### src/sv/sobel_nonmax_edge_thinning_macros.svh
// Assertion macros for the edge thinning block
`ifndef SOBEL_NONMAX_EDGE_THINNING_MACROS_SVH
`define SOBEL_NONMAX_EDGE_THINNING_MACROS_SVH
// implication checked on every edge outside reset
`define SNE_ASSERT_IMP(label, clk, rst, ante, cons) \
  label: assert property (@(posedge clk) disable iff (rst) (ante) |-> (cons)) \
    else $error("sne assertion failed");
// implication checked on the next edge
`define SNE_ASSERT_NEXT(label, clk, rst, ante, cons) \
  label: assert property (@(posedge clk) disable iff (rst) (ante) |=> (cons)) \
    else $error("sne assertion failed");
`endif

### src/sv/sne_pkg.sv
// ----------------------------------------------------------------------------
// sne_pkg
// Shared types, constants and functions of the Sobel edge thinning block.
// ----------------------------------------------------------------------------
package sne_pkg;
  localparam int DEF_MAX_WIDTH = 1024;
  localparam logic [10:0] WIDTH_RESET = 11'd640;
  localparam logic [11:0] HEIGHT_RESET = 12'd480;
  localparam logic [11:0] HEIGHT_MAX = 12'd4095;
  localparam logic [0:0] REG_WIDTH = 1'b0;
  localparam logic [0:0] REG_HEIGHT = 1'b1;

  typedef enum logic [4:0] {
    ST_IDLE  = 5'b00001,
    ST_READ  = 5'b00010,
    ST_GRAD  = 5'b00100,
    ST_ROOT  = 5'b01000,
    ST_OUT   = 5'b10000
  } state_t;

  // controller -> datapath
  typedef struct packed {
    logic take;     // latch pixel, start line reads
    logic grad;     // form gradients, window shift, write lines
    logic root_go;  // one root iteration
    logic finish;   // compute result / update mag state
  } cmd_t;

  // datapath -> controller
  typedef struct packed {
    logic has_grad;   // c>=2 && r>=2
    logic root_done;
  } stat_t;

  // sector from gradients, exact integer tests
  function automatic logic [1:0] sector_of(input logic signed [11:0] gx,
                                           input logic signed [11:0] gy);
    logic [10:0] ax, ay;
    logic [11:0] s;
    logic signed [11:0] d;
    logic [23:0] s2, d2, a2;
    logic [1:0] r;
    ax = gx[11] ? 11'(-gx) : 11'(gx);
    ay = gy[11] ? 11'(-gy) : 11'(gy);
    s = {1'b0, ax} + {1'b0, ay};
    d = $signed({1'b0, ay}) - $signed({1'b0, ax});
    s2 = s * s;
    d2 = 24'(d) * 24'(d);
    a2 = 24'({ax, 1'b0}) * 24'(ax);
    if (ax == 11'd0) r = 2'd2;
    else if (s2 < a2) r = 2'd0;
    else if (ay > ax && d2 > a2) r = 2'd2;
    else if ((gx > 0) == (gy > 0)) r = 2'd1;
    else r = 2'd3;
    return r;
  endfunction
endpackage

### src/sv/sne_ctrl.sv
// ----------------------------------------------------------------------------
// sne_ctrl
// Sequencer: accept pixel, read lines, gradients, bit-serial root, result.
// ----------------------------------------------------------------------------
module sne_ctrl import sne_pkg::*; (
  input  logic  clk,
  input  logic  rst,
  input  logic  in_fire,
  input  logic  out_busy,
  input  stat_t stat,
  output cmd_t  cmd,
  output logic  in_ready
);
  state_t state, state_next;

  always_ff @(posedge clk) begin
    if (rst) state <= ST_IDLE;
    else state <= state_next;
  end

  always_comb begin
    state_next = state;
    cmd = '0;
    in_ready = 1'b0;
    unique case (state)
      ST_IDLE: begin
        in_ready = 1'b1;
        if (in_fire) begin
          cmd.take = 1'b1;
          state_next = ST_READ;
        end
      end
      ST_READ: state_next = ST_GRAD;
      ST_GRAD: begin
        cmd.grad = 1'b1;
        state_next = stat.has_grad ? ST_ROOT : ST_IDLE;
      end
      ST_ROOT: begin
        cmd.root_go = 1'b1;
        if (stat.root_done) state_next = ST_OUT;
      end
      ST_OUT: begin
        if (!out_busy) begin
          cmd.finish = 1'b1;
          state_next = ST_IDLE;
        end
      end
      default: state_next = ST_IDLE;
    endcase
  end
endmodule

### config.mk
export PLATFORM = sky130hd
export DESIGN_NAME = sne_ctrl
export DESIGN_NICKNAME = d
export VERILOG_FILES = /design/src/sv/sobel_nonmax_edge_thinning_macros.svh /design/src/sv/sne_pkg.sv /design/src/sv/sne_ctrl.sv
export SDC_FILE = /design/constraint.sdc
export NUM_CORES = 1
export LEC_CHECK = 0
export ABC_AREA = 1
export BUFFER_PORTS_ARGS = -buffer_cell sky130_fd_sc_hd__buf_2
export CELL_PAD_IN_SITES_DETAIL_PLACEMENT = 0
export CELL_PAD_IN_SITES_GLOBAL_PLACEMENT = 1
export CORE_AREA = 5 5 42 44
export CTS_BUF_LIST = sky130_fd_sc_hd__clkbuf_4 sky130_fd_sc_hd__clkbuf_8 sky130_fd_sc_hd__clkbuf_16
export CTS_CLUSTER_DIAMETER = 30
export DETAILED_ROUTE_END_ITERATION = 10
export DIE_AREA = 0 0 47 49
export PLACE_DENSITY = 0.62
export SLEW_MARGIN = 30
export SYNTH_ARGS = -nofsm -noshare
export SYNTH_HDL_FRONTEND = slang
export SYNTH_SLANG_ARGS = --single-unit
### constraint.sdc
create_clock -name clk -period 1.3 [get_ports clk]
set_input_delay 0 -clock clk [delete_from_list [all_inputs] [get_ports clk]]
set_output_delay 0 -clock clk [all_outputs]
set_load 0.01 [all_outputs]
# Yosys cells after proc, flatten, opt, wreduce, memory -nomap -nowiden
# Index checks and enable logic that the tools add are counted.
# classes
eq_ne	8
n_mux	12
n_reduce_logical	1
# op_table
op	count
5-bit one-hot mux with 5 select lines	1
5-bit two-way mux	3
1-bit two-way mux	7
2-bit != test (second input constant)	3
5-bit by 1-bit == test with 1-bit output (second input constant)	1
5-bit by 2-bit == test with 1-bit output (second input constant)	1
5-bit by 3-bit == test with 1-bit output (second input constant)	1
5-bit by 4-bit == test with 1-bit output (second input constant)	1
5-bit == test (second input constant)	1
4-bit two-way mux	1
3-bit AND reduction	1
# word_totals
reg_bits	5
output_inout_bits	5
word_cells	22

# Depth between registers and ports, before layout
# logic_depth
depth_word	3
ltp_mapped	9
mapped_depth_nobuf	9

# Worst setup path before layout
# OpenSTA, ideal clock, no wires.
# synth_path
path_type	register to register
from	register state[2]
to	register state[0]
setup_time_ps	112
arrival_time_ps	890
t_required_ps	1188
slack_ps	298
path_stages_with_launch	7
path_buffers	0
synth_period_minus_slack_ps	1002
path_cell_list	dfxtp_1 nor3_2 nand3_2 clkinv_1 nor2_1 nand2_1 nand2_1
# synth_via
elab_chain_len	3
word_cells_on_any_way	10
# synth_rtl
item	line	source
start, declared	sne_ctrl.sv:14	state_t state, state_next;
start signal, assigned	sne_ctrl.sv:18	else state <= state_next;
5-bit by 4-bit == test with 1-bit output (tied with other cells)	sne_ctrl.sv:25	unique case (state)
2-bit != test (no source line)	--	
3-bit AND reduction (no source line)	--	
# Parallel ways exist; a longest one is shown, timed or not.
# A chain may end at the register's enable or synchronous reset.

==> key figures <==
Run status
  – Outcome: completed

Pwr
  – Power share of the combinational group: around 29%
  – Switching Share: approximately a third
  – Clk pwr share: between 30% and 40%
  – Sequential Power Share: ~34%
  – Leakage: ~0.26 nW
  – Worst VDD drop: 0.000441 V
  – PwrDens: ~1200 mW/mm2
  – P_sw: approximately 0.18 mW
  – Cell Int Power: 0.375 mW

Synthesis
  – Share of Yosys cell area claimed by the top area cell type: 29.9%
  – Mapped Cells: 53
  – Cell variety after synth: 15
  – Syn Std Cell Area: between 300 and 400 um2
  – Synth warnings: 0
  – XOR/XNOR share of the synthesized area: 0%
  – Mapped Nets: 59
  – Part of the Yosys area used for sequential elements: ~30%
  – Synth Register Bits: 5
  – Area contributors post-synth: dfxtp_1, inv_1, nand2_1
  – Syn Area/Cell: 6.33 um2
  – Largest family of logic cells by synthesized area: simple AND/OR/NAND/NOR gates
  – Synth Area in Compound Gates: 2.99%
  – Synth area leader: dfxtp_1
  – Synth Area in Simple Gates: between 50% and 60%
  – Adder-Cell Fraction of Synth Area: 0%
  – Post-synthesis mux area share: 0%

Clocking
  – Max Buffers Root-to-Sink: 2
  – Clk_lat worst skew: around 0.25 ns
  – Clock sink count: 5
  – Total CTS buffers: 3
  – Clk root buf: clkbuf_4
  – Htree depth: 1
  – TritonCTS clock tree: yes
  – Clock-pin slew on the worst setup and hold paths: around 0.040 ns

Worst setup path
  – Crit Path Class: reg -> out
  – Reg2reg path depth: 7
  – Critical path cell sequence: nor3_4 -> nand2_1 -> nor2_1 -> buf_2
  – Worst-path maximum fanout: 5
  – Critical Path Max Stage Delay: 0.37 ns
  – Startpoint type of the worst setup path: register
  – CP Data Arrival Time: 1.18 ns
  – Crit. End Element: primary output
  – Worst Path Required: 1.30 ns
  – Slowest cell on crit path: dfxtp_1

Floorplanning
  – Full die area: 0.00230 mm2
  – Die X: ~47 um
  – Core area: ~0.0014 mm2
  – Initial Util: 23.9%
  – Ports: 11
  – # rows: 14
  – Die H: about 50 um

Final layout
  – FF/Latch Area: just over 100 um2
  – Filler Cells Inserted: between 150 and 200
  – Total Nets Final: between 70 and 80
  – Multi-input gate area: around 190 um2
  – Largest regs: state (5)
  – Synthesis-to-layout area growth: 37.3%
  – Biggest register: state
  – Share of post-route cells with drive strength above 1: between 30% and 40%
  – Antenna Cells: 0
  – Largest register FFs: 5

Timing
  – Slew Limit Fails: 0
  – RSZ-0062 raised after global routing: false
  – Final hold violation count: 0
  – Final setup fails: 0
  – Crit share post-route: 90.7%
  – Slew headroom: 84.0%
  – Achievable Freq: approximately 850 MHz
  – Hold_ws: roughly 0.032 ns
  – Setup TNS: 0 ns
  – Worst Tran Pin Value: approximately 0.24 ns
  – Min Tclk post-route: 1.18 ns
  – Fin Clk Skew: roughly 0.0024 ns

Routing
  – Drt initial violations: 7
  – # DRC: 0
  – Drt wl/cell: slightly above 9 um
  – Vias: 357
  – DRT Wirelength: about 770 um
  – Antenna-violating nets left: 0
  – Drt pass-1 iters: 4
  – DR vias/cell: approximately 4.2

Flow run
  – Total of max-cap violations: 0

GRT
  – Total gr overflow: 0
  – Vias in the first global route: approximately 300
  – Overall routing resource usage: approximately 8%
  – First-pass GRT wire length: approximately 1300 um
  – Initial antenna violation count: 0
  – Pin count of the biggest net entering global routing: 6

Min path
  – Min-delay worst type: in -> reg
  – Worst hold stages: 3

Placement
  – I/O Buffers: 10
  – Hpwl dp: about 620 um
  – GPL Wtd Cong: 0.701
[metal layers]
metal / global-route usage (%) / routed length [um] / vias up
met5: 0 / 0 / -
met4: 8.29 / 38 / 0
met3: 2.21 / 59 / 5
met2: 8.37 / 286 / 14
met1: 11.2 / 383 / 147
li1: - / - / 191
[power groups by stage]
| stage | sequential, mW | clock, mW | combinational, mW |
|---|---|---|---|
| floorplan | 0.186 | 0 | 0.109 |
| global placement | 0.190 | 0 | 0.151 |
| detailed placement | 0.190 | 0 | 0.150 |
| CTS | 0.187 | 0.212 | 0.152 |
| global route | 0.192 | 0.225 | 0.186 |
| finish | 0.190 | 0.206 | 0.158 |
[cell usage after synthesis]
master / instances
nor3_2: 1
or2_0: 1
nor2_4: 1
clkinv_1: 1
a21oi_1: 1
o21ai_1: 1
nand2_1: 10
inv_1: 12
nor3_1: 1
nor2_2: 3
nand3_1: 3
nand3_2: 3
nor2_1: 8
dfxtp_1: 5
nand4_1: 2
[what timing repair did]
item	in CTS	in global routing
setup endpoints to repair	0	2
hold buffers	1	0
hold endpoints to repair	3	0
setup buffers	0	1
gates resized for setup	0	2
[through the flow]
step                cells  instance area (um2)  setup slack [ns]  power [mW]  util (%)
detailed placement     79                  405             0.188       0.340      28.9
global placement       79                  405             0.207       0.341      28.9
finish                 85                  460             0.121       0.555      32.9
CTS                    84                  445           0.00771       0.551      31.8
floorplan              53                  335             0.298       0.295         -
global route           85                  460           0.00586       0.603      32.9
[worst paths after layout]
kind / slack, ns / end / from
setup / recovery: 0.12 / cmd[3] / state[4]
hold / removal: 0.03 / state[3] / stat[1]
setup reg to reg: 0.16 / state[0] / state[4]
hold reg to reg: 0.56 / state[2] / state[0]
[critical path, delay by kind of cell (launching register included)]
| family | cells | cell delay, ns |
|---|---|---|
| buf+inv | 1 | 0.13 |
| flops | 1 | 0.37 |
| simple gates | 3 | 0.44 |
[cells by family after synthesis]
| kind of cell | count (synthesis) |
|---|---|
| and+or+nand+nor | 33 |
| buffers and inverters | 13 |
| AOI/OAI and AO/OA | 2 |
| DFF | 5 |
[area by class of cell]
type	instances	share of cell area, %
inverters	13	10.6
well taps	16	4.35
repair buffers	12	14.7
multi-input cells	35	41.8
clock buffers	4	6.52
flip-flops and latches	5	22.0
[cell usage in the layout (no fill, tap or decap)]
cell type,n
clkinv_1,1
or2_0,1
buf_4,1
inv_1,12
dfxtp_2,1
o21ai_1,1
buf_2,10
nor3_4,1
nor3_1,1
nand3_1,3
a21oi_1,1
nor2_1,8
nand3_2,3
dlygate4sd3_1,1
nor2_4,1
nand4_1,2
nor2_2,3
nand2_1,10
clkbuf_4,4
dfxtp_1,4
Note: power is estimated with default switching activity, not from simulation.
